## src/rtl/lfu_pkg.sv

```systemverilog
`default_nettype none

package lfu_pkg;

	// result status codes
	localparam logic [1:0] ST_OK        = 2'd0;
	localparam logic [1:0] ST_FULL      = 2'd1;
	localparam logic [1:0] ST_ABSENT    = 2'd2;
	localparam logic [1:0] ST_EXHAUSTED = 2'd3;

	// operation codes carried on s_tuser
	localparam logic FUNC_TOUCH  = 1'b0;
	localparam logic FUNC_REMOVE = 1'b1;

	localparam logic [15:0] COUNT_MAX  = 16'hFFFF;
	localparam logic [31:0] STAMP_LAST = 32'hFFFF_FFFF;

	// one heap slot
	typedef struct packed {
		logic [7:0]  id;
		logic [15:0] count;
		logic [31:0] stamp;
	} entry_t;

	typedef enum logic [3:0] {
		S_IDLE,
		S_SCAN,
		S_RM_RD,
		S_RM_LD,
		S_UP_RD,
		S_UP_CMP,
		S_DN_RD,
		S_DN_CMP,
		S_TOP,
		S_OUT
	} state_t;

	// controller to datapath
	typedef struct packed {
		logic       load;
		logic       scan;
		logic       hit;
		logic       status_wr;
		logic [1:0] status_code;
		logic       insert;
		logic       rm_read;
		logic       rm_load;
		logic       up_read;
		logic       up_move;
		logic       down_read;
		logic       down_move;
		logic       place;
		logic       top_read;
		logic       out_load;
	} cmd_t;

	// datapath to controller
	typedef struct packed {
		logic hit;
		logic miss;
		logic full;
		logic exhausted;
		logic remove;
		logic pos_zero;
		logic pos_is_last;
		logic up_before;
		logic left_in;
		logic down_before;
		logic moved;
		logic out_free;
	} sts_t;

	// heap order: lower count first, earlier stamp on equal counts
	function automatic logic key_before(input entry_t a, input entry_t b);
		logic r;
		if (a.count != b.count) begin
			r = a.count < b.count;
		end else begin
			r = a.stamp < b.stamp;
		end
		return r;
	endfunction

endpackage

`default_nettype wire

```

## src/rtl/lfu_ctrl.sv

```systemverilog
`default_nettype none

module lfu_ctrl (
	input  wire           clk,
	input  wire           arst_n,
	input  wire           s_tvalid,
	output logic          s_tready,
	input  wire lfu_pkg::sts_t sts,
	output lfu_pkg::cmd_t cmd
);

	lfu_pkg::state_t state_q;
	lfu_pkg::state_t state_d;

	// state register
	always_ff @(posedge clk or negedge arst_n) begin
		if (!arst_n) begin
			state_q <= lfu_pkg::S_IDLE;
		end else begin
			state_q <= state_d;
		end
	end

	// next state
	always_comb begin
		state_d = state_q;
		unique case (state_q)
			lfu_pkg::S_IDLE: begin
				if (s_tvalid) state_d = lfu_pkg::S_SCAN;
			end
			lfu_pkg::S_SCAN: begin
				if (sts.hit) begin
					state_d = sts.remove ? lfu_pkg::S_RM_RD : lfu_pkg::S_DN_RD;
				end else if (sts.miss) begin
					if (sts.remove || sts.full || sts.exhausted) begin
						state_d = lfu_pkg::S_TOP;
					end else begin
						state_d = lfu_pkg::S_UP_RD;
					end
				end
			end
			lfu_pkg::S_RM_RD: state_d = lfu_pkg::S_RM_LD;
			lfu_pkg::S_RM_LD: begin
				state_d = sts.pos_is_last ? lfu_pkg::S_TOP : lfu_pkg::S_UP_RD;
			end
			lfu_pkg::S_UP_RD, lfu_pkg::S_UP_CMP: begin
				if (state_q == lfu_pkg::S_UP_RD && !sts.pos_zero) begin
					state_d = lfu_pkg::S_UP_CMP;
				end else if (state_q == lfu_pkg::S_UP_CMP && sts.up_before) begin
					state_d = lfu_pkg::S_UP_RD;
				end else if (sts.moved || !sts.remove) begin
					state_d = lfu_pkg::S_TOP;
				end else begin
					state_d = lfu_pkg::S_DN_RD;
				end
			end
			lfu_pkg::S_DN_RD: begin
				state_d = sts.left_in ? lfu_pkg::S_DN_CMP : lfu_pkg::S_TOP;
			end
			lfu_pkg::S_DN_CMP: begin
				state_d = sts.down_before ? lfu_pkg::S_DN_RD : lfu_pkg::S_TOP;
			end
			lfu_pkg::S_TOP: state_d = lfu_pkg::S_OUT;
			lfu_pkg::S_OUT: begin
				if (sts.out_free) state_d = lfu_pkg::S_IDLE;
			end
			default: state_d = lfu_pkg::S_IDLE;
		endcase
	end

	// commands
	always_comb begin
		cmd      = '0;
		s_tready = 1'b0;
		unique case (state_q)
			lfu_pkg::S_IDLE: begin
				s_tready = 1'b1;
				cmd.load = s_tvalid;
			end
			lfu_pkg::S_SCAN: begin
				cmd.scan = 1'b1;
				if (sts.hit) begin
					cmd.hit = 1'b1;
				end else if (sts.miss) begin
					if (sts.remove) begin
						cmd.status_wr   = 1'b1;
						cmd.status_code = lfu_pkg::ST_ABSENT;
					end else if (sts.full) begin
						cmd.status_wr   = 1'b1;
						cmd.status_code = lfu_pkg::ST_FULL;
					end else if (sts.exhausted) begin
						cmd.status_wr   = 1'b1;
						cmd.status_code = lfu_pkg::ST_EXHAUSTED;
					end else begin
						cmd.insert = 1'b1;
					end
				end
			end
			lfu_pkg::S_RM_RD: cmd.rm_read = 1'b1;
			lfu_pkg::S_RM_LD: cmd.rm_load = 1'b1;
			lfu_pkg::S_UP_RD, lfu_pkg::S_UP_CMP: begin
				if (state_q == lfu_pkg::S_UP_RD && !sts.pos_zero) begin
					cmd.up_read = 1'b1;
				end else if (state_q == lfu_pkg::S_UP_CMP && sts.up_before) begin
					cmd.up_move = 1'b1;
				end else if (sts.moved || !sts.remove) begin
					cmd.place = 1'b1;
				end
			end
			lfu_pkg::S_DN_RD: begin
				if (sts.left_in) begin
					cmd.down_read = 1'b1;
				end else begin
					cmd.place = 1'b1;
				end
			end
			lfu_pkg::S_DN_CMP: begin
				if (sts.down_before) begin
					cmd.down_move = 1'b1;
				end else begin
					cmd.place = 1'b1;
				end
			end
			lfu_pkg::S_TOP: cmd.top_read = 1'b1;
			lfu_pkg::S_OUT: begin
				cmd.top_read = 1'b1;
				cmd.out_load = sts.out_free;
			end
			default: cmd = '0;
		endcase
	end

	// a result is loaded only into a free output register
	a_out_free: assert property (@(posedge clk) disable iff (!arst_n)
		cmd.out_load |-> sts.out_free)
		else $error("result loaded over a pending result");

	// an item is taken only when nothing is in flight
	a_load_idle: assert property (@(posedge clk) disable iff (!arst_n)
		cmd.load |=> state_q == lfu_pkg::S_SCAN)
		else $error("accepted item did not start a scan");

	// the heap is touched by one datapath action at a time
	a_one_move: assert property (@(posedge clk) disable iff (!arst_n)
		$onehot0({cmd.up_move, cmd.down_move, cmd.place, cmd.insert, cmd.rm_read}))
		else $error("conflicting heap commands");

endmodule

`default_nettype wire

```

## src/rtl/lfu_dpath.sv

```systemverilog
`default_nettype none

module lfu_dpath #(
	parameter int CAPACITY = 32
) (
	input  wire           clk,
	input  wire           arst_n,
	input  wire lfu_pkg::cmd_t cmd,
	output lfu_pkg::sts_t sts,
	input  wire  [0:0]    s_tuser,
	input  wire  [7:0]    s_tdata,
	output logic          m_tvalid,
	input  wire           m_tready,
	output logic [39:0]   m_tdata
);

	localparam int AW = (CAPACITY > 1) ? $clog2(CAPACITY) : 1;
	localparam int TW = $clog2(CAPACITY + 1);
	localparam int CW = AW + 2;

	// heap storage
	lfu_pkg::entry_t mem [CAPACITY];
	lfu_pkg::entry_t rdata_a_q;
	lfu_pkg::entry_t rdata_b_q;
	logic [AW-1:0]   rd_addr_a;
	logic [AW-1:0]   rd_addr_b;
	logic            wr_en;
	lfu_pkg::entry_t wr_data;

	// operation registers
	logic            func_q;
	logic [7:0]      id_q;
	logic [TW-1:0]   total_q;
	logic [31:0]     next_stamp_q;
	logic [TW-1:0]   scan_q;
	logic            chk_vld_q;
	logic [AW-1:0]   chk_idx_q;
	logic [AW-1:0]   pos_q;
	lfu_pkg::entry_t mov_q;
	logic            moved_q;
	logic [1:0]      status_q;
	logic [15:0]     count_q;

	// output register
	logic            out_vld_q;
	logic [1:0]      out_status_q;
	logic [15:0]     out_count_q;
	logic [7:0]      out_top_q;
	logic            out_top_vld_q;
	logic [5:0]      out_occ_q;

	// index arithmetic
	logic [CW-1:0]   left;
	logic [CW-1:0]   right;
	logic [AW-1:0]   parent;
	logic            right_in;
	logic            take_right;
	lfu_pkg::entry_t pick;
	logic [AW-1:0]   pick_idx;
	logic [15:0]     hit_count;

	assign left       = {1'b0, pos_q, 1'b1};
	assign right      = left + CW'(1);
	assign parent     = (pos_q - AW'(1)) >> 1;
	assign right_in   = right < CW'(total_q);
	assign take_right = right_in && lfu_pkg::key_before(rdata_b_q, rdata_a_q);
	assign pick       = take_right ? rdata_b_q : rdata_a_q;
	assign pick_idx   = take_right ? right[AW-1:0] : left[AW-1:0];
	assign hit_count  = (rdata_a_q.count == lfu_pkg::COUNT_MAX) ? lfu_pkg::COUNT_MAX
	                                                            : rdata_a_q.count + 16'd1;

	// select read addresses
	always_comb begin
		rd_addr_a = '0;
		priority if (cmd.scan) begin
			rd_addr_a = scan_q[AW-1:0];
		end else if (cmd.rm_read) begin
			rd_addr_a = AW'(total_q - TW'(1));
		end else if (cmd.up_read) begin
			rd_addr_a = parent;
		end else if (cmd.down_read) begin
			rd_addr_a = left[AW-1:0];
		end else if (cmd.top_read) begin
			rd_addr_a = '0;
		end
		rd_addr_b = right[AW-1:0];
	end

	// select write data
	always_comb begin
		wr_en   = cmd.up_move | cmd.down_move | cmd.place;
		wr_data = mov_q;
		priority if (cmd.up_move) begin
			wr_data = rdata_a_q;
		end else if (cmd.down_move) begin
			wr_data = pick;
		end
	end

	// memory: one write, two registered reads
	always_ff @(posedge clk) begin
		if (wr_en) mem[pos_q] <= wr_data;
		rdata_a_q <= mem[rd_addr_a];
		rdata_b_q <= mem[rd_addr_b];
	end

	// control registers
	always_ff @(posedge clk or negedge arst_n) begin
		if (!arst_n) begin
			total_q      <= '0;
			next_stamp_q <= '0;
			scan_q       <= '0;
			chk_vld_q    <= 1'b0;
			out_vld_q    <= 1'b0;
		end else begin
			if (cmd.load) begin
				scan_q    <= '0;
				chk_vld_q <= 1'b0;
			end else if (cmd.scan) begin
				if (scan_q < total_q) begin
					scan_q    <= scan_q + TW'(1);
					chk_vld_q <= 1'b1;
				end else begin
					chk_vld_q <= 1'b0;
				end
			end
			if (cmd.insert) begin
				total_q      <= total_q + TW'(1);
				next_stamp_q <= next_stamp_q + 32'd1;
			end else if (cmd.rm_read) begin
				total_q <= total_q - TW'(1);
			end
			if (cmd.out_load) begin
				out_vld_q <= 1'b1;
			end else if (m_tready) begin
				out_vld_q <= 1'b0;
			end
		end
	end

	// operation payload
	always_ff @(posedge clk) begin
		if (cmd.load) begin
			func_q   <= s_tuser[0];
			id_q     <= s_tdata;
			status_q <= lfu_pkg::ST_OK;
			count_q  <= '0;
		end
		if (cmd.scan) chk_idx_q <= scan_q[AW-1:0];
		if (cmd.status_wr) status_q <= cmd.status_code;
		if (cmd.hit) begin
			pos_q   <= chk_idx_q;
			moved_q <= 1'b0;
			if (func_q == lfu_pkg::FUNC_TOUCH) begin
				mov_q   <= '{id: rdata_a_q.id, count: hit_count, stamp: rdata_a_q.stamp};
				count_q <= hit_count;
			end
		end
		if (cmd.insert) begin
			pos_q   <= total_q[AW-1:0];
			moved_q <= 1'b0;
			mov_q   <= '{id: id_q, count: 16'd1, stamp: next_stamp_q};
			count_q <= 16'd1;
		end
		if (cmd.rm_load) mov_q <= rdata_a_q;
		if (cmd.up_move) begin
			pos_q   <= parent;
			moved_q <= 1'b1;
		end
		if (cmd.down_move) pos_q <= pick_idx;
		if (cmd.out_load) begin
			out_status_q  <= status_q;
			out_count_q   <= count_q;
			out_top_q     <= (total_q != '0) ? rdata_a_q.id : 8'd0;
			out_top_vld_q <= total_q != '0;
			out_occ_q     <= 6'(total_q);
		end
	end

	// status to the controller
	always_comb begin
		sts.hit         = chk_vld_q && (rdata_a_q.id == id_q);
		sts.miss        = !chk_vld_q && (scan_q >= total_q);
		sts.full        = total_q == TW'(CAPACITY);
		sts.exhausted   = next_stamp_q == lfu_pkg::STAMP_LAST;
		sts.remove      = func_q == lfu_pkg::FUNC_REMOVE;
		sts.pos_zero    = pos_q == '0;
		sts.pos_is_last = TW'(pos_q) == total_q;
		sts.up_before   = lfu_pkg::key_before(mov_q, rdata_a_q);
		sts.left_in     = left < CW'(total_q);
		sts.down_before = lfu_pkg::key_before(pick, mov_q);
		sts.moved       = moved_q;
		sts.out_free    = !out_vld_q || m_tready;
	end

	assign m_tvalid = out_vld_q;
	assign m_tdata  = {7'd0, out_occ_q, out_top_vld_q, out_top_q, out_count_q, out_status_q};

	// occupancy stays within capacity
	a_total_cap: assert property (@(posedge clk) disable iff (!arst_n)
		total_q <= TW'(CAPACITY))
		else $error("occupancy beyond capacity");

	// every heap write lands inside the occupied range
	a_wr_range: assert property (@(posedge clk) disable iff (!arst_n)
		wr_en |-> (TW'(pos_q) < total_q))
		else $error("heap write outside occupied slots");

	// an insert grows the heap by one and never issues the last stamp
	a_insert: assert property (@(posedge clk) disable iff (!arst_n)
		cmd.insert |=> (total_q == $past(total_q) + TW'(1)) &&
		               ($past(next_stamp_q) != lfu_pkg::STAMP_LAST))
		else $error("insert bookkeeping wrong");

endmodule

`default_nettype wire

```

## src/rtl/lfu_priority_heap.sv

```systemverilog
// LFU priority heap: a binary min-heap of up to CAPACITY ids, ordered by use
// count, earliest arrival first on equal counts.
// Input channel s_*: s_tuser[0] is the operation (0 touch, 1 remove), s_tdata
// the 8-bit id. A touch counts up a present id or inserts a new one; a remove
// deletes it. Every item gives exactly one result item on m_*.
// Each item runs alone: it is accepted, then a linear scan of the occupied
// slots for the id reads one slot per cycle through a heap memory read port.
// A remove then fetches the last entry. Next comes a sift, a read and a compare
// per heap level, then a write to place the entry; a remove that does not move
// up makes the upward check before it sifts down. Last come a root read and the
// output load.
// Results sit in an output register; s_tready returns as soon as the result is
// loaded, so the next item is taken while the result waits. A stalled m_tready
// holds the result and, once the next item is done, holds that item's work.
// Reset (arst_n low) empties the heap and restarts arrival stamps at zero;
// no clearing pass is needed since unoccupied slots are never used.
`default_nettype none

module lfu_priority_heap #(
	parameter int CAPACITY = 32
) (
	input  wire         clk,
	input  wire         arst_n,
	input  wire         s_tvalid,
	output logic        s_tready,
	input  wire  [7:0]  s_tdata,  // [7:0] id
	input  wire  [0:0]  s_tuser,  // [0] func
	output logic        m_tvalid,
	input  wire         m_tready,
	output logic [39:0] m_tdata   // [1:0] status, [17:2] id_count, [25:18] top_id,
	                              // [26] top_valid, [32:27] occupancy, rest zero
);

	lfu_pkg::cmd_t cmd;
	lfu_pkg::sts_t sts;

	lfu_ctrl u_ctrl (
		.clk      (clk),
		.arst_n   (arst_n),
		.s_tvalid (s_tvalid),
		.s_tready (s_tready),
		.sts      (sts),
		.cmd      (cmd)
	);

	lfu_dpath #(
		.CAPACITY (CAPACITY)
	) u_dpath (
		.clk      (clk),
		.arst_n   (arst_n),
		.cmd      (cmd),
		.sts      (sts),
		.s_tuser  (s_tuser),
		.s_tdata  (s_tdata),
		.m_tvalid (m_tvalid),
		.m_tready (m_tready),
		.m_tdata  (m_tdata)
	);

endmodule

`default_nettype wire

```

## config.mk

```make
export PLATFORM = sky130hd
export DESIGN_NAME = lfu_priority_heap
export DESIGN_NICKNAME = d
export VERILOG_FILES = /design/src/rtl/lfu_pkg.sv /design/src/rtl/lfu_ctrl.sv /design/src/rtl/lfu_dpath.sv /design/src/rtl/lfu_priority_heap.sv
export SDC_FILE = /design/constraint.sdc
export NUM_CORES = 2
export LEC_CHECK = 0
export BUFFER_PORTS_ARGS = -buffer_cell sky130_fd_sc_hd__buf_4
export CAP_MARGIN = 20
export CORE_AREA = 2 2 414 458
export CTS_CLUSTER_DIAMETER = 120
export CTS_CLUSTER_SIZE = 10
export DETAILED_ROUTE_END_ITERATION = 10
export DIE_AREA = 0 0 416 460
export GPL_TIMING_DRIVEN = 0
export SLEW_MARGIN = 10
export SYNTH_ARGS = -nofsm -noshare
export SYNTH_HDL_FRONTEND = slang
export SYNTH_SLANG_ARGS = --single-unit
```

## constraint.sdc

```tcl
create_clock -name clk -period 18.1 [get_ports clk]
set_clock_uncertainty 0.05 [all_clocks]
set_input_delay 5.43 -clock clk [delete_from_list [all_inputs] [get_ports clk]]
set_output_delay 5.43 -clock clk [all_outputs]
set_load 0.03 [all_outputs]
```

==> implementation parameters <==
Parameter                              Value

Worst setup path
  Slowest cell on crit path ... clkbuf_1
  Arr. time, crit path ... 11.60 ns
  Maximum fanout count along the critical path ... 15
  Dominant cell type by count on the critical path ... clkbuf_1
  Critical Path RT ... 18.78 ns
  Kind of end point of the critical path ... flop
  Setup crit start kind ... flop
  Worst reg-to-reg setup slack ... 7.18 ns
  Maximum cell stage delay along the critical path ... 0.90 ns
  Worst Setup Path Type ... flop to flop

Drt
  Detailed Routing Iterations Pass 1 ... 6
  Top layer in use ... met5
  Met2 routed wirelength ... 140000 um
  Drt wl/cell ... 34.3 um
  DRT met1 WL ... 124000 um
  Remaining design rule violation count ... 0
  Vias ... 56425
  Wirelength, routed ... 301000 um
  Number of routed nets with antenna violations ... 0
  Met3 Routed Length ... 24000 um
  Mean number of vias per cell ... 6.42
  Number of DRC markers in iteration 0 ... 7400

STA
  Final period util ... 0.603
  Setup total negative slack ... 0 ns
  Hold slack ... 0.374 ns
  Max-slew violation total from the final report ... 0
  RSZ-0062 raised after global routing ... no
  Actual slew at the worst max-slew pin ... 1.24 ns
  Headroom to the max-slew limit ... 0.162
  Hold Vio Cnt, Final ... 0
  Final-report setup violation count ... 0
  Upper clock frequency limit ... 0.0916 GHz
  Minimum clock period after layout ... 10.92 ns

Clock tree
  Maximum buffer depth of the clock tree ... 3
  Sink Count ... 2081
  Total CTS buffers ... 226
  Post-CTS Hold Fix Bufs ... 0
  Worst-skew pair later-pin latency ... 0.90 ns
  Setup repair bufs after CTS ... 0
  CTS root buf ... clkbuf_16
  Clock-pin slew on the worst setup and hold paths ... 0.06 ns
  Clock H-tree levels ... 4
  CTS tree ... built
  Number of gates resized after CTS ... 0

GRT
  Vias in the first global route ... 55494
  Largest net degree at the start of global routing ... 51
  Wire length of the first global-routing pass ... 418000 um
  GRT overflow ... 0
  Gr usage total ... 0.312
  Antenna violations before repair ... 16

Final layout
  Number of non-filler instances in the completed layout ... 8790
  Fill count ... 14383
  Core Util, Final ... 0.576
  Net count of the finished layout ... 6351
  Fraction of layout instances using a drive strength above 1 ... 0.174
  Area growth syn-to-layout ... 16.0%
  Final non-filler cell area ... 108000 um^2

Synth
  Number of enable-type register cells in the synthesized netlist ... 1902
  Number of instances in the synthesized netlist ... 5686
  Distinct cell type count after synthesis ... 76
  Part of the Yosys area used for sequential elements ... 0.656
  Syn avg cell area ... 16.3 um^2
  Number of warnings reported in the yosys synthesis log ... 0
  Number of storage elements in the synthesis netlist ... 2081
  Most used flip-flop cell after synthesis ... edfxtp_1
  Share of async-settable or async-resettable flops after synthesis ... 0.0240
  Post-Syn Area ... 92900 um^2

Floorplan
  Initial Util ... 0.497
  Io pins ... 55
  Chip height ... 460 um
  Core region area ... 187000 um^2
  Area of the die ... 191000 um^2
  Number of rows in the core area ... 167
  Width of the die ... 416 um

Place
  Number of placed instances, taps included ... 8380
  Count of port buffers added during placement ... 47
  Total placed instance area ... 101000 um^2
  Final Wtd Congestion ... 0.918
  Post-detail-place hpwl ... 216000 um

Power and ir drop
  Leakage power summed over all cells ... 36.8 nW
  Peak ir drop on the vdd network ... 111 uV
  Power Density ... 174 nW/um^2

Hold path
  Type of the most critical hold path ... flop to flop

Run status
  Outcome ... completed

Run
  Max-cap violations ... 0
[final timing paths]
kind	startpoint	end	cells after the start
setup / recovery	u_dpath.pos_q[2]	u_dpath.mem[23][50]	26
hold / removal	u_dpath.status_q[1]	u_dpath.out_status_q[1]	0
setup reg to reg	u_dpath.pos_q[2]	u_dpath.mem[23][50]	26
hold reg to reg	u_dpath.status_q[1]	u_dpath.out_status_q[1]	0
max in group asynchronous	arst_n	u_dpath.scan_q[4]	1
min in group asynchronous	arst_n	u_dpath.next_stamp_q[18]	1
[synthesized netlist by cell type (11+ instances only)]
| library cell | number | area, um^2 |
|---|---|---|
| o311ai_1 | 47 | 412 |
| ha_1 | 167 | 2090 |
| a211oi_1 | 11 | 82.6 |
| mux4_2 | 280 | 6310 |
| dfrtp_1 | 50 | 1250 |
| buf_2 | 141 | 706 |
| nand4_1 | 42 | 263 |
| nor2b_1 | 20 | 125 |
| mux2_2 | 47 | 529 |
| nor3_1 | 22 | 110 |
| nor4_1 | 64 | 400 |
| buf_4 | 19 | 143 |
| clkbuf_1 | 166 | 623 |
| a21o_1 | 17 | 128 |
| inv_1 | 121 | 454 |
| nand2_1 | 210 | 788 |
| xnor2_1 | 59 | 517 |
| nand3_1 | 104 | 521 |
| xor2_1 | 14 | 123 |
| a21oi_1 | 101 | 505 |
| mux2i_1 | 1354 | 13600 |
| nor2_1 | 107 | 402 |
| dfxtp_1 | 129 | 2580 |
| o21ai_0 | 49 | 245 |
| buf_1 | 28 | 105 |
| o21ai_1 | 29 | 145 |
| o211ai_1 | 12 | 90.1 |
| edfxtp_1 | 1902 | 57100 |
| nand2b_1 | 14 | 87.6 |
| and3_1 | 16 | 100 |
| o22ai_1 | 228 | 1430 |
[cell type report]
cell class                 count  area (um^2)  area share
inverter                     123          462     0.00428
antenna                       11         27.5    0.000255
sequential                  2081        60900       0.566
clock inverter                16          338     0.00313
timing repair buffer         251         4100      0.0381
buffer                       355         1620      0.0150
clock buffer                 370         6200      0.0575
multi-input combinational   3133        31000       0.288
tap                         2450         3070      0.0284
[per-stage QoR]
stage | setup slack, ns | total power [mW]
global placement | 5.10 | 14.2
CTS | 7.46 | 18.7
detailed placement | 7.50 | 14.5
finish | 7.18 | 18.8
floorplan | 10.48 | 11.3
global route | 7.13 | 19.4
[metal layers]
| metal | vias up | GRT usage |
|---|---|---|
| met3 | 548 | 0.0492 |
| met4 | 2 | 0.139 |
| li1 | 23673 | - |
| met1 | 29438 | 0.430 |
| met2 | 2764 | 0.493 |
| met5 | - | 0 |
[flip-flops by register name, indices dropped and copies added, names as in the netlist, 2 cells and up]
name	cells
u_dpath.mem	1792
u_dpath.mov_q	56
u_dpath.rdata_a_q	56
u_dpath.rdata_b_q	56
u_dpath.next_stamp_q	32
u_dpath.count_q	16
u_dpath.out_count_q	16
u_dpath.id_q	8
u_dpath.out_top_q	8
u_dpath.out_occ_q	6
u_dpath.scan_q	6
u_dpath.total_q	6
u_dpath.chk_idx_q	5
u_dpath.pos_q	5
u_ctrl.state_q	4
u_dpath.out_status_q	2
u_dpath.status_q	2
[power breakdown]
part	switching (mW)	internal, mW	leakage (nW)
sequential	0.208	5.90	18.9
clock	1.89	2.32	3.09
combinational	5.33	3.11	14.8
total	7.43	11.3	36.8
[cell usage in the layout (no fill, tap or decap), drive strengths merged, types with 47 or more instances in the layout]
cell and count:
edfxtp 1902, mux2 49, inv 127, xnor2 59, dfxtp 129, dfrtp 50
nand2 210, buf 439, o311ai 47, a21oi 102, o21ai 78, nor4 64
clkbuf 537, mux4 280, nor2 107, nand3 104, o22ai 228, mux2i 1354
ha 167
[worst max-delay path, delay by kind of cell, from the launching register on]
| kind | cells | cell delay, ns |
|---|---|---|
| buffers and inverters | 10 | 4.91 |
| AOI/OAI and AO/OA | 6 | 2.56 |
| and+or+nand+nor | 6 | 1.32 |
| adders and majority gates | 2 | 0.66 |
| muxes | 1 | 0.45 |
| DFF | 1 | 0.37 |
| xor gates and xnor gates | 1 | 0.36 |
[cell families (layout without fill, tap and decap cells)]
kind of cell	after synthesis	in the layout	synth area share
simple gates	648	648	0.0342
compound gates	555	555	0.0384
flops	2081	2081	0.656
xor+xnor	73	73	0.00688
mux	1683	1683	0.220
other cells	1	18	0.0000404
buf+inv	478	1115	0.0221
fa+ha+maj	167	167	0.0225
(Power assumes the default switching activity.)
